$ cat src/hw/rtl/line_center_pd_steering_top_defines.svh
// Assertion helpers for the line center PD steering block.
`ifndef LINE_CENTER_PD_STEERING_TOP_DEFINES_SVH
`define LINE_CENTER_PD_STEERING_TOP_DEFINES_SVH

// Check that a condition implies another condition in the same cycle.
`define LCPD_ASSERT_SAME(lbl, cond, expct) \
  lbl: assert property (@(posedge clk) disable iff (!rst_n) (cond) |-> (expct)) \
    else $error("lcpd: same-cycle check failed");

// Check that a condition implies another condition in the next cycle.
`define LCPD_ASSERT_NEXT(lbl, cond, expct) \
  lbl: assert property (@(posedge clk) disable iff (!rst_n) (cond) |=> (expct)) \
    else $error("lcpd: next-cycle check failed");

`endif

$ cat src/hw/rtl/lcpd_pkg.sv
package lcpd_pkg;

  // Field widths fixed by the interface
  localparam int GAIN_W   = 16;
  localparam int SPEED_W  = 16;
  localparam int CENTER_W = 10;
  localparam int DRIVE_W  = 27;

  typedef logic [1:0]          outcome_t;
  typedef logic [1:0]          cfg_idx_t;
  typedef logic [CENTER_W-1:0] center_t;
  typedef logic [SPEED_W-1:0]  speed_t;

  // Result outcome codes
  localparam outcome_t OUT_STEER = 2'd0;
  localparam outcome_t OUT_LOST  = 2'd1;
  localparam outcome_t OUT_AMBIG = 2'd2;

  // Configuration register indexes
  localparam cfg_idx_t CFG_PROP_GAIN    = 2'd0;
  localparam cfg_idx_t CFG_DERIV_GAIN   = 2'd1;
  localparam cfg_idx_t CFG_CRUISE_SPEED = 2'd2;

  // Configuration reset values
  localparam logic [GAIN_W-1:0]  PROP_GAIN_RST    = 16'd256;
  localparam logic [GAIN_W-1:0]  DERIV_GAIN_RST   = 16'd0;
  localparam logic [SPEED_W-1:0] CRUISE_SPEED_RST = 16'd82;

  // Edge counter saturation and the count that means a clean line
  localparam logic [1:0] EDGE_SAT = 2'd3;
  localparam logic [1:0] EDGE_TWO = 2'd2;

endpackage

$ cat src/hw/rtl/line_center_pd_steering_top.sv
// A row-end pixel's steering result passes through stage 1, stage 2 and the output register.
// Throughput: one pixel per cycle while in_stall is low; the row scan registers update on every
// accepted pixel and the three result stages move together whenever the output is free.
// Reset (rst_n low at a clock edge, synchronous): row state, last error and valid bits
// clear, and the gains and cruise speed return to 1.0, 0.0 and 82/256.
`include "line_center_pd_steering_top_defines.svh"

module line_center_pd_steering_top #(
  parameter int MAX_ROW_PIXELS = 1024
) (
  input  logic                              clk,
  input  logic                              rst_n,
  // pixel input
  input  logic                              in_valid,
  output logic                              in_stall,
  input  logic                              in_pixel_on,
  input  logic                              in_row_end,
  // steering result
  output logic                              out_valid,
  input  logic                              out_stall,
  output lcpd_pkg::outcome_t                out_outcome,
  output lcpd_pkg::center_t                 out_line_center,
  output logic signed [lcpd_pkg::DRIVE_W-1:0] out_steer_drive,
  output lcpd_pkg::speed_t                  out_forward_drive,
  // configuration writes
  input  logic                              cfg_valid,
  output logic                              cfg_ready,
  input  lcpd_pkg::cfg_idx_t                cfg_index,
  input  logic [15:0]                       cfg_data
);
  import lcpd_pkg::*;

  // Widths derived from the row size
  localparam int CW    = $clog2(MAX_ROW_PIXELS + 1);  // pixel count
  localparam int EW    = $clog2(MAX_ROW_PIXELS);      // edge position
  localparam int ERRW  = CW + 1;                      // signed error
  localparam int DERRW = ERRW + 1;                    // signed error delta
  localparam int SUMW  = GAIN_W + DERRW + 1;          // drive before clamp
  localparam int EXTW  = (SUMW > DRIVE_W + 1) ? SUMW : DRIVE_W + 1;

  localparam logic [CW-1:0] MAX_CNT = CW'(MAX_ROW_PIXELS);
  localparam logic signed [EXTW-1:0] DRV_MAX =
    {{(EXTW-DRIVE_W+1){1'b0}}, {(DRIVE_W-1){1'b1}}};
  localparam logic signed [EXTW-1:0] DRV_MIN =
    {{(EXTW-DRIVE_W+1){1'b1}}, {(DRIVE_W-1){1'b0}}};

  // Configuration registers
  logic [GAIN_W-1:0]  prop_gain_r;
  logic [GAIN_W-1:0]  deriv_gain_r;
  logic [SPEED_W-1:0] cruise_speed_r;

  // Row scan state
  logic          prev_pix_r;
  logic [CW-1:0] pix_cnt_r;
  logic [1:0]    edge_cnt_r;
  logic [EW-1:0] edge0_r;
  logic [EW-1:0] edge1_r;

  // Stage 1: finished row
  logic          s1_v_r;
  logic [CW-1:0] s1_cnt_r;
  logic [1:0]    s1_ec_r;
  logic [EW-1:0] s1_e0_r;
  logic [EW-1:0] s1_e1_r;

  // Stage 2: center and error
  logic                     s2_v_r;
  logic                     s2_steer_r;
  logic [1:0]               s2_ec_r;
  logic [EW-1:0]            s2_center_r;
  logic signed [ERRW-1:0]   s2_err_r;
  logic signed [DERRW-1:0]  s2_derr_r;
  logic signed [ERRW-1:0]   last_err_r;

  // Output register
  logic                       out_v_r;
  outcome_t                   out_outcome_r;
  center_t                    out_center_r;
  logic signed [DRIVE_W-1:0]  out_drive_r;
  speed_t                     out_speed_r;

  logic advance;
  logic accept;

  // Pixel scan combinational
  logic          in_range;
  logic          is_edge;
  logic [EW-1:0] edge_pos;
  logic          prev_pix_nxt;
  logic [CW-1:0] pix_cnt_nxt;
  logic [1:0]    edge_cnt_nxt;
  logic [EW-1:0] edge0_nxt;
  logic [EW-1:0] edge1_nxt;

  // Stage 2 combinational
  logic [EW:0]             center_sum;
  logic [EW-1:0]           center_nxt;
  logic signed [ERRW-1:0]  err_nxt;
  logic signed [DERRW-1:0] derr_nxt;

  // Stage 3 combinational
  logic signed [GAIN_W+ERRW-1:0]  prop_term;
  logic signed [GAIN_W+DERRW-1:0] deriv_term;
  logic signed [EXTW-1:0]         drive_sum;
  logic signed [DRIVE_W-1:0]      drive_sat;

  // Hold the pixel input and all result stages while the output waits
  assign advance   = !(out_v_r && out_stall);
  assign in_stall  = !advance;
  assign accept    = in_valid && advance;
  assign cfg_ready = 1'b1;

  // Configuration writes
  always_ff @(posedge clk) begin
    if (!rst_n) begin
      prop_gain_r    <= PROP_GAIN_RST;
      deriv_gain_r   <= DERIV_GAIN_RST;
      cruise_speed_r <= CRUISE_SPEED_RST;
    end else if (cfg_valid && cfg_ready) begin
      case (cfg_index)
        CFG_PROP_GAIN:    prop_gain_r    <= cfg_data;
        CFG_DERIV_GAIN:   deriv_gain_r   <= cfg_data;
        CFG_CRUISE_SPEED: cruise_speed_r <= cfg_data;
        default:          ;
      endcase
    end
  end

  // Detect edges and advance the pixel count
  always_comb begin
    in_range     = (pix_cnt_r < MAX_CNT);
    is_edge      = in_range && (pix_cnt_r != '0) && (in_pixel_on != prev_pix_r);
    edge_pos     = EW'(pix_cnt_r - CW'(1));
    prev_pix_nxt = prev_pix_r;
    pix_cnt_nxt  = pix_cnt_r;
    edge_cnt_nxt = edge_cnt_r;
    edge0_nxt    = edge0_r;
    edge1_nxt    = edge1_r;
    if (in_range) begin
      prev_pix_nxt = in_pixel_on;
      pix_cnt_nxt  = pix_cnt_r + CW'(1);
    end
    if (is_edge) begin
      if (edge_cnt_r == 2'd0) begin
        edge0_nxt = edge_pos;
      end
      if (edge_cnt_r == 2'd1) begin
        edge1_nxt = edge_pos;
      end
      if (edge_cnt_r != EDGE_SAT) begin
        edge_cnt_nxt = edge_cnt_r + 2'd1;
      end
    end
  end

  // Row scan state; clear at row end
  always_ff @(posedge clk) begin
    if (!rst_n) begin
      prev_pix_r <= 1'b0;
      pix_cnt_r  <= '0;
      edge_cnt_r <= '0;
      edge0_r    <= '0;
      edge1_r    <= '0;
    end else if (accept) begin
      if (in_row_end) begin
        prev_pix_r <= 1'b0;
        pix_cnt_r  <= '0;
        edge_cnt_r <= '0;
        edge0_r    <= '0;
        edge1_r    <= '0;
      end else begin
        prev_pix_r <= prev_pix_nxt;
        pix_cnt_r  <= pix_cnt_nxt;
        edge_cnt_r <= edge_cnt_nxt;
        edge0_r    <= edge0_nxt;
        edge1_r    <= edge1_nxt;
      end
    end
  end

  // Stage 1: capture the finished row
  always_ff @(posedge clk) begin
    if (!rst_n) begin
      s1_v_r <= 1'b0;
    end else if (advance) begin
      s1_v_r <= accept && in_row_end;
    end
  end

  always_ff @(posedge clk) begin
    if (advance) begin
      s1_cnt_r <= pix_cnt_nxt;
      s1_ec_r  <= edge_cnt_nxt;
      s1_e0_r  <= edge0_nxt;
      s1_e1_r  <= edge1_nxt;
    end
  end

  // Stage 2: center, error and error delta
  always_comb begin
    center_sum = {1'b0, s1_e0_r} + {1'b0, s1_e1_r};
    center_nxt = center_sum[EW:1];
    err_nxt    = signed'(ERRW'(s1_cnt_r >> 1)) - signed'(ERRW'(center_nxt));
    derr_nxt   = DERRW'(err_nxt) - DERRW'(last_err_r);
  end

  always_ff @(posedge clk) begin
    if (!rst_n) begin
      s2_v_r     <= 1'b0;
      last_err_r <= '0;
    end else if (advance) begin
      s2_v_r <= s1_v_r;
      if (s1_v_r) begin
        last_err_r <= (s1_ec_r == EDGE_TWO) ? err_nxt : '0;
      end
    end
  end

  always_ff @(posedge clk) begin
    if (advance) begin
      s2_steer_r  <= (s1_ec_r == EDGE_TWO);
      s2_ec_r     <= s1_ec_r;
      s2_center_r <= center_nxt;
      s2_err_r    <= err_nxt;
      s2_derr_r   <= derr_nxt;
    end
  end

  // Stage 3: PD drive with clamp to the drive range
  always_comb begin
    prop_term  = signed'(prop_gain_r) * s2_err_r;
    deriv_term = signed'(deriv_gain_r) * s2_derr_r;
    drive_sum  = EXTW'(prop_term) + EXTW'(deriv_term);
    if (drive_sum > DRV_MAX) begin
      drive_sat = DRIVE_W'(DRV_MAX);
    end else if (drive_sum < DRV_MIN) begin
      drive_sat = DRIVE_W'(DRV_MIN);
    end else begin
      drive_sat = DRIVE_W'(drive_sum);
    end
  end

  always_ff @(posedge clk) begin
    if (!rst_n) begin
      out_v_r <= 1'b0;
    end else if (advance) begin
      out_v_r <= s2_v_r;
    end
  end

  always_ff @(posedge clk) begin
    if (advance) begin
      if (s2_steer_r) begin
        out_outcome_r <= OUT_STEER;
        out_center_r  <= CENTER_W'(s2_center_r);
        out_drive_r   <= drive_sat;
        out_speed_r   <= cruise_speed_r;
      end else begin
        out_outcome_r <= (s2_ec_r == 2'd0) ? OUT_LOST : OUT_AMBIG;
        out_center_r  <= '0;
        out_drive_r   <= '0;
        out_speed_r   <= '0;
      end
    end
  end

  assign out_valid         = out_v_r;
  assign out_outcome       = out_outcome_r;
  assign out_line_center   = out_center_r;
  assign out_steer_drive   = out_drive_r;
  assign out_forward_drive = out_speed_r;

  // A row whose edge count is not EDGE_TWO (not a clean line) leaves no error history
  `LCPD_ASSERT_NEXT(a_err_cleared, advance && s1_v_r && (s1_ec_r != EDGE_TWO), last_err_r == '0)

  // A row end restarts the scan
  `LCPD_ASSERT_NEXT(a_row_restart, accept && in_row_end, (pix_cnt_r == '0) && (edge_cnt_r == '0))

  // Lost and ambiguous results carry no drive
  `LCPD_ASSERT_SAME(a_idle_drive, out_v_r && (out_outcome_r != OUT_STEER), (out_drive_r == '0) && (out_speed_r == '0) && (out_center_r == '0))

endmodule
$ cat config.mk
export PLATFORM = sky130hd
export DESIGN_NAME = line_center_pd_steering_top
export DESIGN_NICKNAME = d
export VERILOG_FILES = /design/src/hw/rtl/lcpd_pkg.sv /design/src/hw/rtl/line_center_pd_steering_top.sv
export VERILOG_INCLUDE_DIRS = /design/src /design/src/hw/rtl
export SDC_FILE = /design/constraint.sdc
export NUM_CORES = 2
export LEC_CHECK = 0
export BUFFER_PORTS_ARGS = -buffer_cell sky130_fd_sc_hd__buf_2
export CAP_MARGIN = 0
export CORE_MARGIN = 2
export CORE_UTILIZATION = 55
export DETAILED_ROUTE_END_ITERATION = 16
export PLACE_DENSITY = 0.72
export SLEW_MARGIN = 40
export SYNTH_ARGS = -nofsm -noshare
export SYNTH_HDL_FRONTEND = slang
export SYNTH_SLANG_ARGS = --single-unit
$ cat constraint.sdc
create_clock -name clk -period 13.82 [get_ports clk]
set_input_delay 0.691 -clock clk [delete_from_list [all_inputs] [get_ports clk]]
set_output_delay 0.691 -clock clk [all_outputs]
set_load 0.05 [all_outputs]
After elaboration in Yosys (flattened, before gate mapping)
Index checks and enable logic that the tools add are counted.

storage, ports and cells
  flip-flop bits (word level) = 222
  input bits = 25
  word-level logic and storage cells = 80

operators by class
  eq/ne operators = 6
  order comparisons = 3
  mux-type cells = 17
  reduce and logical (&&, ||, !) cells = 17
  add/subtract/negate cells = 7
  $mul = 2
  bitwise gates (word level) = 2

operators with widths
  operator               number
  $mux 10                6
  $add 27x29->30         1
  $gt 30x27->1 const B   1
  $lt 30x27->1 const B   1
  $mul 16x13->29         1
  $mul 16x11->27         1
  $mux 27                1
  $mux 26                1
  $mux 11                2
  $sub 11x12->13         1
  $mux 12                1
  $add 10x10->11         1
  $add 11x1->11 const B  1
  $lt 11x11->1 const B   1
  $reduce_bool 11->1     1
  $sub 10x10->11         1
  $reduce_and 2->1       5
  $sub 10x1->10 const B  1
  $mux 2                 4
  $logic_not 2->1        3
  $logic_and 1x1->1      5
  $eq 2x1->1 const B     2
  $eq 2x2->1 const B     2
  $add 2x1->2 const B    1
  other kinds (7)        9

Logic depth before layout (Yosys ltp)
  word-level depth = 5
  depth in mapped cells = 28

Worst setup path before layout
No wires, ideal clock.

  path type = reg2reg
  start point = register s2_err_r[0]
  end point = register out_drive_r[10] (netlist: out_steer_drive[10]) (data pin)
  clock period less this slack = 7.122 ns
  stages on the path, launching flop included = 24
  required time = 13.541 ns
  path buffers = 2
  setup slack = 6.698 ns
  library setup time = 0.279 ns
  arrival = 6.843 ns
  cells stage by stage = edfxtp_1 -> clkbuf_1 -> nand2_1 -> inv_1 -> fa_1 -> fa_1 -> fa_1 -> fa_1 -> fa_1 -> fa_1 -> inv_1 -> fa_1 -> inv_1 -> ha_1 -> a21oi_1 -> nand2_1 -> a221oi_2 -> o211ai_2 -> a211oi_2 -> o21bai_2 -> a21oi_2 -> nor4_4 -> buf_6 -> o32ai_2

between the ends
  word-level cells in the longest chain between the ends = 5
  elaborated cells on any way between the ends = 6
  those cells by class = add/sub (1); mul (1); order compare (2); mux (2)

ends and longest elaborated chain
  what                      RTL line                            source
  start: declaration        line_center_pd_steering_top.sv:71   logic signed [ERRW-1:0] s2_err_r;
  start signal: assignment  line_center_pd_steering_top.sv:224  s2_err_r <= err_nxt;
  $mul 16x11->27 (*)        line_center_pd_steering_top.sv:231  prop_term = signed'(prop_gain_r) * s2_err_r;
  $add 27x29->30 (*)        line_center_pd_steering_top.sv:233  drive_sum = EXTW'(prop_term) + EXTW'(deriv_term);
  $lt 30x27->1              line_center_pd_steering_top.sv:236  end else if (drive_sum < DRV_MIN) begin
  $mux 27                   line_center_pd_steering_top.sv:236
  $mux 26 (*)               line_center_pd_steering_top.sv:234  if (drive_sum > DRV_MAX) begin
  end signal: assignment    line_center_pd_steering_top.sv:256  out_drive_r <= drive_sat;
  end: declaration          line_center_pd_steering_top.sv:79   logic signed [DRIVE_W-1:0] out_drive_r;

Mark *: on every way between the ends. The rest lies on a longest branch, timed or not.
A chain may end at the register's enable or synchronous reset.

Worst setup path after layout
  start point = register deriv_gain_r[15]
  end point = register out_drive_r[7] (netlist: out_steer_drive[7]) (data pin)

between the ends
  word-level cells in the longest chain between the ends = 5
  elaborated cells on any way between the ends = 6
  those cells by class = add/sub (1); mul (1); order compare (2); mux (2)

ends and longest elaborated chain
  what                      RTL line                            source
  start: declaration        line_center_pd_steering_top.sv:49   logic [GAIN_W-1:0] deriv_gain_r;
  start signal: assignment  line_center_pd_steering_top.sv:122  CFG_DERIV_GAIN: deriv_gain_r <= cfg_data;
  $mul 16x13->29 (*)        line_center_pd_steering_top.sv:232  deriv_term = signed'(deriv_gain_r) * s2_derr_r;
  $add 27x29->30 (*)        line_center_pd_steering_top.sv:233
  $lt 30x27->1              line_center_pd_steering_top.sv:236
  $mux 27                   line_center_pd_steering_top.sv:236
  $mux 26 (*)               line_center_pd_steering_top.sv:234

Marked as above.

==> qor.yml <==
cts.hold.buffers_added: 0
critPathMaxStageDelay_ps: 740
gp_congestion: 0.932
grt_pass1_wl_um: 90800
reg2reg_depth: 22
area_growth_pct: 6.67
cpLargestDelayFamily: "adder cells"
totalWireLength_um: 55100
drv_cap: 0
cp-start-kind: "register"
r2r_end: "out_steer_drive[7]"
worst_slew_pin_slew_ps: 859
grt_max_degree: 99
vias: 16600
final_common_cell: "inv_1"
setup_viol: 0
fillers: 3819
r2r_start: "deriv_gain_r[15]"
design.portCount: 83
hold_start: "cfg_data[13]"
grt_pass1_vias: 17500
cts_tree: "built"
cts_buffer_depth: 3
tns_ps: 0
grt_overflow: 0
relSlewSlack_pct: 42.7
portBuffers: 81
critPathCaptureType: "register"
synth_top_flop_cell: "edfxtp_1"
diodes: 0
critPathSlowestCell: "dfxtp_1"
drc: 0
htree_levels: 1
holdPathStages: 3
synth_edf_count: 124
crit_type: "reg -> reg"
path_buf_inv: 4
cts_resized: 0
ys_ff_latch: 220
syn_inst: 2459
wl_per_cell_um: 17.9
yosysSeqAreaShare_pct: 23.2
fmax_mhz: 123
synth_cell_types: 69
async_flop_share_pct: 0
cp_common_cell: "fa_1"
path_clk_slew_ps: 60
final_nets: 3041
min_period_ps: 8110
post-cts-setup-buffer-count: 0
vias_per_cell: 5.40
synth_nets: 3032
rsz0062_at_grt: "false"
numClockSinks: 220
core_area_um2: 43900
syn_area_per_cell_um2: 9.89
grt_use_total_pct: 24.8
place_hpwl_um: 43600
clock_skew_ps: 7.17
clockRootBuffer: "clkbuf_16"
antenna_found_initial: 0
hold_viol_final: 0
layout_common_cells: "508 x inv_1, 423 x fa_1, 320 x nand2_1"
drive_gt1_share_pct: 6.76
first_pass_iters: 5
insertion_delay_ps: 550
initial_core_util_pct: 55.4
worstPathMaxFanout: 15
die-area_um2: 45900
numCtsBuffers: 24
required_ps: 14090
slew_viol_final: 0
hp-class: "in -> reg"
period_share_pct: 58.7
drt-initial-drc-count: 1238
worstPathCellList: "nand2_1, inv_1, fa_1, fa_1, fa_1, fa_1, fa_1, fa_1, inv_1, fa_1, inv_1, ha_1, a21oi_1, nand2_1, a221oi_2, o211ai_2, a211oi_2, o21bai_2, xnor2_1, a32oi_4, buf_6, o32ai_2"
die_width_um: 214
ant_nets: 0
min_to: "prop_gain_r[13]"
die_h_um: 214
yosys_warnings: 0
row_count: 77
status: "finished clean"
reg2reg_slack_ps: 5710
arrival_ps: 8370
syn_area_um2: 24300
metrics by stage:
stage                     setup slack [ps]  cell area (um2)  std cells  hold slack (ps)  util [%]
after CTS                             5760            25900       3077              402      59.0
after global routing                  5250            25900       3078              417      59.1
final                                 5710            25900       3078              418      59.1
after detailed placement              5780            25100       3033              441      57.2
after global placement                5780            25100       3030              434      57.1
after floorplan                       6700            24300       2459              417         -
worst reg2reg max path, stage by stage, from the launching register on:
cell	delay, ps
dfxtp_1	740
nand2_1	440
inv_1	380
fa_1	510
fa_1	590
fa_1	470
fa_1	580
fa_1	430
fa_1	510
inv_1	50
fa_1	510
inv_1	50
ha_1	360
a21oi_1	270
nand2_1	110
a221oi_2	250
o211ai_2	140
a211oi_2	260
o21bai_2	180
xnor2_1	130
a32oi_4	510
buf_6	270
o32ai_2	110
cells by family (layout without fill, tap and decap cells):
logic type,Yosys count,count (layout),share of synthesized area (%)
xor+xnor,75,75,2.73
flops,220,220,23.2
simple gates,735,735,15.0
compound gates,258,258,7.91
fa+ha+maj,548,548,41.2
buf+inv,619,646,9.75
mux,3,3,0.139
other cells,1,1,0.0154
area by class of cell:
class / instances / area (um2) / share of cell area [%]
sequential: 220 / 5650 / 21.8
clock inverter: 16 / 180 / 0.694
multi-input combinational: 1620 / 16300 / 62.9
tap: 592 / 741 / 2.85
inverter: 509 / 1910 / 7.36
clock buffer: 28 / 626 / 2.41
timing repair buffer: 93 / 518 / 2.00
worst max path at each step:
stage                                start                  end  slack, ps  depth (start not counted)
after floorplan                s2_err_r[0]  out_steer_drive[10]       6700                         23
after global placement        s2_derr_r[0]   out_steer_drive[3]       5780                         21
after detailed placement      s2_derr_r[0]   out_steer_drive[2]       5780                         23
after CTS                     s2_derr_r[0]   out_steer_drive[7]       5760                         22
after global routing          s2_derr_r[0]   out_steer_drive[1]       5250                         21
final                     deriv_gain_r[15]   out_steer_drive[7]       5710                         22
sequential cells by signal, indices dropped and copies added (netlist names), 11 cells and up:
signal and flops:
last_err_r 11, prop_gain_r 16, cruise_speed_r 16, deriv_gain_r 16, s2_err_r 11, s2_derr_r 13, out_forward_drive 16, out_steer_drive 27
pix_cnt_r 11
routing by layer:
metal / wire [um] / vias to the layer above / GRT usage [%] / part of all wire [%]
met5: 0 / - / 0 / 0
met4: 1110 / 0 / 4.81 / 2.0
met3: 4370 / 79 / 5.22 / 7.9
met2: 25700 / 564 / 41.0 / 47
met1: 23900 / 8439 / 34.2 / 43
li1: - / 7540 / - / -
synth_stat cells, types with 3 or more instances:
master    count  area share [%]
nand4_1       6            0.15
o32ai_1       6            0.22
o211ai_2      4            0.21
o32ai_2      14            0.94
nor3b_1       4            0.12
nor3_1       12            0.25
buf_6         3            0.14
and3_1        3           0.077
a22oi_1      34             1.0
xnor2_1      51             1.8
and2_1      215             5.5
a21oi_1      55             1.1
o22ai_1       7            0.18
a211o_1       4            0.14
o211ai_1      5            0.15
xor2_1       23            0.83
buf_2         7            0.14
inv_1       509             7.9
ha_1        125             6.4
fa_1        423              35
o21a_1        8            0.25
clkbuf_1     96             1.5
nand3b_1      3           0.093
dfxtp_1      96             7.9
o21bai_1      8            0.25
and4_1        3            0.11
nand2_1     322             5.0
nor2_1       63            0.97
edfxtp_1    124              15
a21o_1        7            0.22
a21boi_0     54             1.7
nand3_1      19            0.39
nor2b_1      48             1.2
mux2_2        3            0.14
o21ai_0      32            0.66
nand2b_1     23            0.59
Power is not shown: default switching activity piles up to over one toggle a cycle in this logic, so the estimate is an artifact.
